===== src/hdl/slot_table_with_free_stack_unit_defines.svh =====
// ----------------------------------------------------------------------------
// Assertion macros for the slot table
// Concurrent checks on clk, disabled during rst; empty when SYNTH is set.
// ----------------------------------------------------------------------------
`ifndef SLOT_TABLE_WITH_FREE_STACK_UNIT_DEFINES_SVH
`define SLOT_TABLE_WITH_FREE_STACK_UNIT_DEFINES_SVH

`ifndef SYNTH
`define ASSERT_NOW(lbl, cond) \
  lbl: assert property (@(posedge clk) disable iff (rst) (cond)) \
    else $error("assertion failed");
`define ASSERT_NEXT(lbl, pre, post) \
  lbl: assert property (@(posedge clk) disable iff (rst) (pre) |=> (post)) \
    else $error("assertion failed");
`else
`define ASSERT_NOW(lbl, cond)
`define ASSERT_NEXT(lbl, pre, post)
`endif

`endif


===== src/hdl/stfs_pkg.sv =====
// ----------------------------------------------------------------------------
// stfs_pkg
// Sizes, codes and control types shared by the slot table files.
// ----------------------------------------------------------------------------
package stfs_pkg;

  localparam int SLOTS  = 64;
  localparam int SLOT_W = $clog2(SLOTS);
  localparam int CNT_W  = SLOT_W + 1;
  localparam int VAL_W  = 32;

  localparam logic [1:0] CMD_PUT    = 2'd0;
  localparam logic [1:0] CMD_REMOVE = 2'd1;
  localparam logic [1:0] CMD_CLEAR  = 2'd2;

  localparam logic [1:0] ST_OK    = 2'd0;
  localparam logic [1:0] ST_FULL  = 2'd1;
  localparam logic [1:0] ST_RANGE = 2'd2;
  localparam logic [1:0] ST_EMPTY = 2'd3;

  localparam logic [CNT_W-1:0] CAP_RESET = CNT_W'(SLOTS);

  typedef struct packed {
    logic              push;
    logic              pop;
    logic              clear;
    logic [SLOT_W-1:0] slot;
  } stk_ctl_t;

  typedef struct packed {
    logic [SLOT_W-1:0] top;
    logic [CNT_W-1:0]  count;
  } stk_state_t;

endpackage


===== src/hdl/stfs_if.sv =====
// ----------------------------------------------------------------------------
// stfs_in_if / stfs_out_if
// Valid/ready channels for command words and result words.
// ----------------------------------------------------------------------------
interface stfs_in_if import stfs_pkg::*; ();
  logic                    valid;
  logic                    ready;
  logic [1:0]              cmd;
  logic signed [VAL_W-1:0] value;
  logic [SLOT_W-1:0]       slot;

  modport source (output valid, cmd, value, slot, input ready);
  modport sink   (input valid, cmd, value, slot, output ready);
endinterface

interface stfs_out_if import stfs_pkg::*; ();
  logic              valid;
  logic              ready;
  logic [1:0]        status;
  logic [SLOT_W-1:0] slot_used;

  modport source (output valid, status, slot_used, input ready);
  modport sink   (input valid, status, slot_used, output ready);
endinterface


===== src/hdl/stfs_free_stack.sv =====
// ----------------------------------------------------------------------------
// stfs_free_stack
// LIFO of freed slots in a RAM with registered read; the top is held
// in a register after a push, or taken from the read port after a pop.
// ----------------------------------------------------------------------------
`include "slot_table_with_free_stack_unit_defines.svh"

module stfs_free_stack import stfs_pkg::*; (
  input  logic       clk,
  input  logic       rst,
  input  stk_ctl_t   ctl,
  output stk_state_t st
);

  logic [SLOT_W-1:0] mem [SLOTS];
  logic [SLOT_W-1:0] rd_data;
  logic [SLOT_W-1:0] top_reg;
  logic              use_rd;
  logic [CNT_W-1:0]  count;
  logic [CNT_W-1:0]  count_next;
  logic              push_ok;
  logic              pop_ok;
  logic [SLOT_W-1:0] rd_addr;

  assign push_ok = ctl.push && (count < CNT_W'(SLOTS));
  assign pop_ok  = ctl.pop && (count != '0);
  // entry below the current top, which is the new top after a pop
  assign rd_addr = SLOT_W'(count - CNT_W'(2));

  always_comb begin
    count_next = count;
    if (ctl.clear) begin
      count_next = '0;
    end else if (push_ok) begin
      count_next = count + CNT_W'(1);
    end else if (pop_ok) begin
      count_next = count - CNT_W'(1);
    end
  end

  always_ff @(posedge clk) begin
    if (push_ok) begin
      mem[count[SLOT_W-1:0]] <= ctl.slot;
    end
    if (pop_ok) begin
      rd_data <= mem[rd_addr];
    end
  end

  always_ff @(posedge clk) begin
    if (push_ok) begin
      top_reg <= ctl.slot;
    end
  end

  always_ff @(posedge clk) begin
    if (rst) begin
      count  <= '0;
      use_rd <= 1'b0;
    end else begin
      count <= count_next;
      if (push_ok) begin
        use_rd <= 1'b0;
      end else if (pop_ok) begin
        use_rd <= 1'b1;
      end
    end
  end

  assign st.top   = use_rd ? rd_data : top_reg;
  assign st.count = count;

  `ASSERT_NOW(a_count_bound, count <= CNT_W'(SLOTS))
  `ASSERT_NOW(a_no_push_pop, !(ctl.push && ctl.pop))
  `ASSERT_NEXT(a_push_top, push_ok && !ctl.clear, st.top == $past(ctl.slot))
  `ASSERT_NEXT(a_clear_empty, ctl.clear, count == '0)

endmodule


===== src/hdl/slot_table_with_free_stack_unit.sv =====
// ----------------------------------------------------------------------------
// slot_table_with_free_stack_unit
// Slot allocator: put stores a value in a reused or fresh slot, remove
// frees a slot onto a LIFO, clear restarts the allocation.
// ----------------------------------------------------------------------------
// Usage:
//   req carries command words (cmd, value, slot); rsp returns one result
//   word (status, slot_used) for every command word, in order.
//   cfg_we/cfg_wdata write capacity; write it only while the unit is idle.
//   A command word is decoded in the cycle it is taken and its result is
//   registered, so rsp.valid rises in the cycle after acceptance.
//   Throughput is one word per cycle while rsp is taken; the freed-slot RAM is read on a pop
//   into a registered top, so back-to-back puts and removes need no wait.
//   req.ready is high whenever the result register is empty or being
//   taken, so a stalled receiver holds the result and blocks new words.
//   After rst: capacity 64, no slots handed out, free stack empty, bitmap
//   clear. No clearing pass; the value store and stack RAM are not reset.
// ----------------------------------------------------------------------------
`include "slot_table_with_free_stack_unit_defines.svh"

module slot_table_with_free_stack_unit import stfs_pkg::*; (
  input  logic             clk,
  input  logic             rst,
  input  logic             cfg_we,
  input  logic [CNT_W-1:0] cfg_wdata,
  stfs_in_if.sink          req,
  stfs_out_if.source       rsp
);

  logic [CNT_W-1:0]        capacity;
  logic [CNT_W-1:0]        high_water;
  logic [CNT_W-1:0]        high_water_next;
  logic [SLOTS-1:0]        occupied;
  logic signed [VAL_W-1:0] values [SLOTS];
  logic                    rsp_valid;
  logic [1:0]              rsp_status;
  logic [SLOT_W-1:0]       rsp_slot_used;

  logic              accept;
  logic [CNT_W-1:0]  eff_cap;
  logic              reuse;
  logic              fresh;
  logic              put_ok;
  logic              rm_range;
  logic              rm_empty;
  logic              rm_ok;
  logic [SLOT_W-1:0] put_slot;
  logic [1:0]        status_next;
  logic [SLOT_W-1:0] slot_used_next;
  stk_ctl_t          stk_ctl;
  stk_state_t        stk_st;

  stfs_free_stack u_stack (
    .clk (clk),
    .rst (rst),
    .ctl (stk_ctl),
    .st  (stk_st)
  );

  assign accept    = req.valid && req.ready;
  assign req.ready = !rsp_valid || rsp.ready;

  assign eff_cap  = (capacity > CNT_W'(SLOTS)) ? CNT_W'(SLOTS) : capacity;
  assign reuse    = stk_st.count != '0;
  assign fresh    = !reuse && (high_water < eff_cap);
  assign put_slot = reuse ? stk_st.top : high_water[SLOT_W-1:0];
  assign put_ok   = (req.cmd == CMD_PUT) && (reuse || fresh);
  assign rm_range = {1'b0, req.slot} >= high_water;
  assign rm_empty = !occupied[req.slot];
  assign rm_ok    = (req.cmd == CMD_REMOVE) && !rm_range && !rm_empty;

  assign stk_ctl.push  = accept && rm_ok;
  assign stk_ctl.pop   = accept && (req.cmd == CMD_PUT) && reuse;
  assign stk_ctl.clear = accept && (req.cmd == CMD_CLEAR);
  assign stk_ctl.slot  = req.slot;

  always_comb begin
    status_next     = ST_OK;
    slot_used_next  = '0;
    high_water_next = high_water;
    case (req.cmd)
      CMD_PUT: begin
        if (put_ok) begin
          slot_used_next = put_slot;
          if (!reuse) begin
            high_water_next = high_water + CNT_W'(1);
          end
        end else begin
          status_next = ST_FULL;
        end
      end
      CMD_REMOVE: begin
        if (rm_range) begin
          status_next = ST_RANGE;
        end else if (rm_empty) begin
          status_next = ST_EMPTY;
        end else begin
          slot_used_next = req.slot;
        end
      end
      CMD_CLEAR: begin
        high_water_next = '0;
      end
      default: begin
        status_next = ST_OK;
      end
    endcase
  end

  always_ff @(posedge clk) begin
    if (accept && put_ok) begin
      values[put_slot] <= req.value;
    end
  end

  always_ff @(posedge clk) begin
    if (accept) begin
      rsp_status    <= status_next;
      rsp_slot_used <= slot_used_next;
    end
  end

  always_ff @(posedge clk) begin
    if (rst) begin
      capacity   <= CAP_RESET;
      high_water <= '0;
      occupied   <= '0;
      rsp_valid  <= 1'b0;
    end else begin
      if (cfg_we) begin
        capacity <= cfg_wdata;
      end
      if (accept) begin
        high_water <= high_water_next;
        if (put_ok) begin
          occupied[put_slot] <= 1'b1;
        end else if (rm_ok) begin
          occupied[req.slot] <= 1'b0;
        end
        rsp_valid <= 1'b1;
      end else if (rsp.ready) begin
        rsp_valid <= 1'b0;
      end
    end
  end

  assign rsp.valid     = rsp_valid;
  assign rsp.status    = rsp_status;
  assign rsp.slot_used = rsp_slot_used;

  `ASSERT_NOW(a_hw_bound, high_water <= CNT_W'(SLOTS))
  `ASSERT_NEXT(a_put_marks, accept && put_ok, occupied[$past(put_slot)])
  `ASSERT_NEXT(a_fresh_step, accept && put_ok && fresh, high_water == $past(high_water) + CNT_W'(1))
  `ASSERT_NEXT(a_rm_frees, accept && rm_ok, !occupied[$past(req.slot)])
  `ASSERT_NOW(a_stack_le_hw, stk_st.count <= high_water)

endmodule


===== src/flat_wrapper.sv =====
// flat-port wrapper written by rule: the top's interface ports become plain ports
module slot_table_with_free_stack_unit_flat import stfs_pkg::*;
  (clk, rst, cfg_we, cfg_wdata, req_valid, req_cmd, req_value, req_slot, req_ready, rsp_valid, rsp_status, rsp_slot_used, rsp_ready);
  stfs_in_if req_i ();
  stfs_out_if rsp_i ();
  input  logic clk;
  input  logic rst;
  input  logic cfg_we;
  input  logic [CNT_W-1:0] cfg_wdata;
  input wire logic [$bits(req_i.valid)-1:0] req_valid;
  input wire logic [$bits(req_i.cmd)-1:0] req_cmd;
  input wire logic [$bits(req_i.value)-1:0] req_value;
  input wire logic [$bits(req_i.slot)-1:0] req_slot;
  output wire logic [$bits(req_i.ready)-1:0] req_ready;
  output wire logic [$bits(rsp_i.valid)-1:0] rsp_valid;
  output wire logic [$bits(rsp_i.status)-1:0] rsp_status;
  output wire logic [$bits(rsp_i.slot_used)-1:0] rsp_slot_used;
  input wire logic [$bits(rsp_i.ready)-1:0] rsp_ready;
  assign req_i.valid = req_valid;
  assign req_i.cmd = req_cmd;
  assign req_i.value = req_value;
  assign req_i.slot = req_slot;
  assign req_ready = req_i.ready;
  assign rsp_valid = rsp_i.valid;
  assign rsp_status = rsp_i.status;
  assign rsp_slot_used = rsp_i.slot_used;
  assign rsp_i.ready = rsp_ready;
  slot_table_with_free_stack_unit u_core (.clk(clk), .rst(rst), .cfg_we(cfg_we), .cfg_wdata(cfg_wdata), .req(req_i), .rsp(rsp_i));
endmodule

===== config.mk =====
export PLATFORM = sky130hd
export DESIGN_NAME = slot_table_with_free_stack_unit_flat
export DESIGN_NICKNAME = d
export VERILOG_FILES = /design/src/hdl/stfs_pkg.sv /design/src/hdl/stfs_if.sv /design/src/hdl/stfs_free_stack.sv /design/src/hdl/slot_table_with_free_stack_unit.sv /design/src/flat_wrapper.sv
export VERILOG_INCLUDE_DIRS = /design/src /design/src/hdl
export SDC_FILE = /design/constraint.sdc
export NUM_CORES = 1
export LEC_CHECK = 0
export ABC_AREA = 1
export CAP_MARGIN = 20
export CORE_MARGIN = 2
export CORE_UTILIZATION = 42
export CTS_BUF_LIST = sky130_fd_sc_hd__clkbuf_4 sky130_fd_sc_hd__clkbuf_8 sky130_fd_sc_hd__clkbuf_16
export CTS_CLUSTER_SIZE = 12
export DETAILED_ROUTE_END_ITERATION = 16
export DONT_BUFFER_PORTS = 1
export GPL_TIMING_DRIVEN = 0
export PLACE_DENSITY_LB_ADDON = 0.2
export SYNTH_ARGS = -nofsm -noshare
export SYNTH_HDL_FRONTEND = slang
export SYNTH_SLANG_ARGS = --single-unit

===== constraint.sdc =====
create_clock -name clk -period 10.2 [get_ports clk]
set_input_delay 1.02 -clock clk [delete_from_list [all_inputs] [get_ports clk]]
set_output_delay 1.02 -clock clk [all_outputs]
set_load 0.1 [all_outputs]

[Word-level counts from Yosys, hierarchy flattened]
Memories as Yosys holds them, arrays and structs flattened. A register that Yosys moved wholly into a read port is not among the register bits.
Cells that the tools add are included.
Cells by class
  mux-type cells: 28
  reduce and logical (&&, ||, !) cells: 28
  order comparisons: 8
  bitwise operators: 3
  eq/ne operators: 4
  $add $sub $neg: 4
Operators by type and width (count)
  two-way mux 64 bit: 2
  AND 64 bit: 1
  inverter 64 bit: 1
  bitwise OR 64 bit: 1
  two-way mux 7 bit: 5
  two-way mux 6 bit: 5
  adder 7 x 1 -> 7 bit (second input constant): 2
  less-than comparator 6 x 7 -> 1 bit (second input constant): 2
  one-hot mux 7 bit (2 select lines): 1
  logical AND 1 bit: 13
  demux 1 bit (select 6 bit): 2
  >= comparator 6 x 1 -> 1 bit (second input constant): 2
  one-hot mux 6 bit (2 select lines): 1
  two-way mux 1 bit: 8
  nonzero test 2 bit: 4
  >= comparator 6 x 7 -> 1 bit: 1
  > comparator 7 bit (second input constant): 1
  less-than comparator 7 bit: 1
  less-than comparator 7 bit (second input constant): 1
  nonzero test 7 bit: 1
  subtractor 7 x 1 -> 7 bit (second input constant): 1
  binary-select mux 1 bit (select 6 bit): 1
  subtractor 6 x 2 -> 6 bit (second input constant): 1
  two-way mux 2 bit: 2
  other kinds (11): 15
Storage, ports and cells
  register bits: 101
  memory bits (writable): 384
  word-level logic and storage cells: 85
  memories: 1
  bits of input ports: 52
  output and inout port bits: 10
Memory list
  u_core.u_stack.mem: depth 64, width 6, rd ports 1, clocked after memory_dff 1, wr ports 1, line stfs_free_stack.sv:15  | logic [SLOT_W-1:0] mem [SLOTS];

[Logic depth before layout (Yosys ltp)]
  depth in word-level cells: 8
  gate-level depth with buffers: 21
  gate-level depth less buffers: 19

[Modules after synthesis]
A second synthesis with hierarchy kept.
Second synthesis, totals
  cells, all modules: 2819
  area total of the unflattened synthesis: 24308.3 µm²
Modules (own cells, without submodules)
  stfs_free_stack: area an instance 17573.1 µm², cells each 1649, instances 1
  slot_table_with_free_stack_unit: area an instance 6735.2 µm², cells each 1170, instances 1

[Least setup slack after synthesis]
Ideal clock, no wire load.
  path kind: flip-flop to flip-flop
  start: register u_core.rsp_valid, in the netlist u_core.rsp.valid
  end: register u_core.u_stack.count[5]
  clock period less this slack: 3.964 ns
  arrival: 3.852 ns
  path slack: 6.236 ns
  cell stages (with the launch flop): 16
  cells stage by stage: dfxtp_1 nand2_1 nand2_1 inv_1 nand4_1 buf_4 ha_1 nand2_1 nor2_1 a211oi_1 nor2_1 o21ai_0 nand2_1 xor2_1 nor2_1 nor2_1
Between the ends
  cells in the longest elaborated chain, start to end: 7
  elaborated cells on any way between the ends: 12
Ends and longest elaborated chain
  from (decl): line slot_table_with_free_stack_unit.sv:35  | logic rsp_valid;
  from (signal assigned): line slot_table_with_free_stack_unit.sv:128  | rsp_valid <= 1'b0;
  from (signal assigned): line slot_table_with_free_stack_unit.sv:140  | rsp_valid <= 1'b1;
  from (signal assigned): line slot_table_with_free_stack_unit.sv:142  | rsp_valid <= 1'b0;
  logical NOT 1 bit (*): line slot_table_with_free_stack_unit.sv:61  | assign req.ready = !rsp_valid || rsp.ready;
  logical OR 1 bit (*): line slot_table_with_free_stack_unit.sv:61
  via req_ready: line flat_wrapper.sv:14  | output wire logic [$bits(req_i.ready)-1:0] req_ready;
  logical AND 1 bit (*): line slot_table_with_free_stack_unit.sv:60  | assign accept = req.valid && req.ready;
  via u_core.accept: line slot_table_with_free_stack_unit.sv:39  | logic accept;
  logical AND 1 bit (2 in series): line slot_table_with_free_stack_unit.sv:73  | assign stk_ctl.pop = accept && (req.cmd == CMD_PUT) && reuse;
  logical AND 1 bit: line stfs_free_stack.sv:26  | assign pop_ok = ctl.pop && (count != '0);
  nonzero test 2 bit (no line)
  to (signal assigned): line stfs_free_stack.sv:61  | count <= count_next;
  to (decl): line stfs_free_stack.sv:19  | logic [CNT_W-1:0] count;
Mark *: on every way through the listed nets, which the timed path passes. The rest lies on a longest branch.
A chain may end at the register's enable or synchronous reset.

[Worst setup path in the final report]
  start: register u_core.u_stack.count[1]
  end: register u_core.u_stack.rd_data[3] (read register of u_core.u_stack.mem), data pin
Between the ends
  cells in the longest elaborated chain, start to end: 3
  elaborated cells on any way between the ends: 4
Ends and longest elaborated chain
  branches (longest 3 deep; another with subtractor 6 x 2 -> 6 bit)
  to (decl): line stfs_free_stack.sv:16  | logic [SLOT_W-1:0] rd_data;
Parallel ways; which one is timed is not known.

==> flow_summary.json <==
{
  "status": "finished clean",
  "setup_viol": 0,
  "clock_latency_ns": 0.62,
  "slowest_stage": "clkbuf_1",
  "layout.nets": 2373,
  "ys_seq_area_share_pct": 61.71,
  "num_vias": 18220,
  "grt_usage_pct": 26.37,
  "final_util_pct": 47.43,
  "drt-pass1-iter-count": 6,
  "first_iter_violations": 2259,
  "path_delay_family": "buffers and inverters",
  "synthTopCellsByArea": "edfxtp_1, dfxtp_1, o21ai_0",
  "slew_violations": 0,
  "routed_wl_mm": 74.37,
  "slowest_delay_ns": 0.79,
  "timing.rr.start": "u_core.u_stack.count[1]",
  "cts_buffers": 53,
  "netlist.area_leader.share_pct": 53.96,
  "r2r_setup_slack_ns": 5.43,
  "slew_headroom_pct": 32.04,
  "critPathCaptureType": "register",
  "drive_gt1_share_pct": 7.244,
  "synth_ff_type": "edfxtp_1",
  "fin_tns_setup_ns": 0,
  "grt_pass1_vias": 17430,
  "die_x_um": 235.4,
  "min_from": "u_core.occupied[24]",
  "clk_pin_slew_ns": 0.06,
  "boundaryPins": 62,
  "hold_depth": 2,
  "yosys.area.top_type": "edfxtp_1",
  "fmax_ghz": 0.2095,
  "cp.buffers_inverters": 5,
  "r2r-end": "u_core.u_stack.rd_data[3]",
  "synth-warning-count": 0,
  "cts_hold_buffers": 0,
  "initial_core_util_pct": 42.61,
  "ir_drop_mv": 0.1441,
  "min_to": "u_core.occupied[24]",
  "wl_per_cell_um": 24.62,
  "clockBufferDepth": 3,
  "r2r_cells": 11,
  "async_flop_share_pct": 0,
  "synth-edff-count": 404,
  "route.detailed.drc": 0,
  "power.density_nw_per_um2": 176.7,
  "period_minus_slack_ns": 4.774,
  "clock_sinks": 491,
  "synthesis.area_sq_um": 22480,
  "vias_per_cell": 6.031,
  "worst_slew_pin_slew_ns": 1.012,
  "hold_path.class": "register to register",
  "path_cells": "inv_2 -> clkbuf_1 -> clkbuf_1 -> ha_1 -> clkbuf_1 -> clkbuf_1 -> o221ai_1 -> o211ai_1 -> nand3_1 -> nand3_1 -> nand2_1",
  "maxCapViolations": 0,
  "grt_first_pass_wirelength_mm": 109.8,
  "ctsResizeCount": 0,
  "syn_inst": 2241,
  "final_cell_mix": "edfxtp_1, o21ai_0, nor2_1",
  "p_leak_nw": 8.256,
  "crit_top_cell": "clkbuf_1",
  "crit_fanout": 12,
  "grt_overflow": 0,
  "synth-seq-cells": 491,
  "largest_reg_flops": 384,
  "row_count": 84,
  "syn_nets": 2318,
  "grt_antenna_before_repair": 0,
  "numPortBuffers": 0,
  "hold_viol": 0,
  "finalClockSkew_ns": 0.02967,
  "ctsRootBufferMaster": "clkbuf_16",
  "min_period_over_period_pct": 46.81,
  "cts_max_level": 2,
  "drtAntennaViolNets": 0,
  "dieArea_sq_um": 55390,
  "critical_path_required_ns": 10.53,
  "mostFrequentLayoutCell": "edfxtp_1",
  "synth.distinct_cells": 41,
  "gp_congestion": 0.9997,
  "worstSetupPathType": "register to register",
  "core_area_sq_um": 52760,
  "cts_tree": "yes",
  "dp_hpwl_mm": 48.27,
  "n_antenna_cell": 0,
  "syn2layout_area_growth_pct": 11.31,
  "avgSynthCellArea_sq_um": 10.03,
  "grt_max_degree": 72,
  "cts_setup_buffers": 0,
  "critPathArrivalTime_ns": 5.11,
  "die_y_um": 235.4,
  "rsz0062_at_grt": "no",
  "crit_path_start_kind": "register"
}
==> synth_stat cells, types with 51 or more instances <==
master    instances
a21oi_1          77
clkbuf_1         93
dfxtp_1          87
edfxtp_1        404
inv_1           125
nand2_1         284
nand3_1         155
nor2_1          298
o211ai_1         51
o21ai_0         341
o21ai_1          75
o22ai_1          54
==> cells by family after synthesis <==
logic type | count (synthesis) | synth area share [%]
muxes | 1 | 0.04453
adders and majority gates | 25 | 1.425
DFF | 491 | 61.71
buffers and inverters | 266 | 4.981
AOI/OAI and AO/OA | 662 | 16.59
xor gates and xnor gates | 6 | 0.2337
and+or+nand+nor | 790 | 15.02
==> metal layers <==
layer	track usage (%)	up-vias	share of wire, %
met5	0	-	0
met4	11.62	0	4.5
met3	6.168	195	10
met2	40.91	1039	44
met1	35.40	8837	41
li1	-	8148	-
==> where the power goes <==
part           switching (mW)  total (mW)  internal (mW)
registers              0.0239        2.20           2.18
clock network           0.805        1.89           1.09
logic                   0.255       0.333         0.0774
==> worst max-delay path by stage <==
stage / startpoint / end / slack (ns) / cells past startpoint
floorplan: u_core.rsp.valid / u_core.u_stack.count[5] / 6.24 / 15
detailed placement: req_slot[0] / u_core.u_stack.mem[1][1] / 5.24 / 12
global placement: req_slot[0] / u_core.u_stack.mem[25][1] / 5.30 / 12
CTS: u_core.u_stack.count[1] / u_core.u_stack.rd_data[3] / 5.61 / 11
global route: u_core.rsp.valid / u_core.u_stack.mem[35][3] / 5.40 / 7
finish: u_core.u_stack.count[1] / u_core.u_stack.rd_data[3] / 5.43 / 11
==> worst register-to-register path, cell delays in order (launching register included) <==
cell,delay (ns)
dfxtp_1,0.49
inv_2,0.29
clkbuf_1,0.61
clkbuf_1,0.60
ha_1,0.24
clkbuf_1,0.47
clkbuf_1,0.79
o221ai_1,0.37
o211ai_1,0.30
nand3_1,0.13
nand3_1,0.09
nand2_1,0.10
==> per-stage QoR <==
stage / total power [mW] / cell area, sq um / setup slack, ns / hold slack, ns / instances
after global placement: 2.557 / 23340 / 5.305 / 0.4763 / 2929
after floorplan: 2.441 / 22480 / 6.236 / 0.4704 / 2241
after global routing: 4.537 / 25030 / 5.401 / 0.4881 / 3021
final: 4.423 / 25030 / 5.426 / 0.4979 / 3021
after detailed placement: 2.560 / 23340 / 5.244 / 0.4882 / 2929
after CTS: 4.426 / 25030 / 5.606 / 0.4869 / 3021
==> cell type report <==
cell class / instances / area [sq um]
Tap cell: 688 / 860.8
Fill cell: 4945 / 27740
Multi-Input combinational cell: 1484 / 7488
Clock inverter: 21 / 173.9
Sequential cell: 491 / 13870
Buffer: 134 / 624.3
Inverter: 132 / 495.5
Clock buffer: 71 / 1509
(Power assumes the default switching activity.)
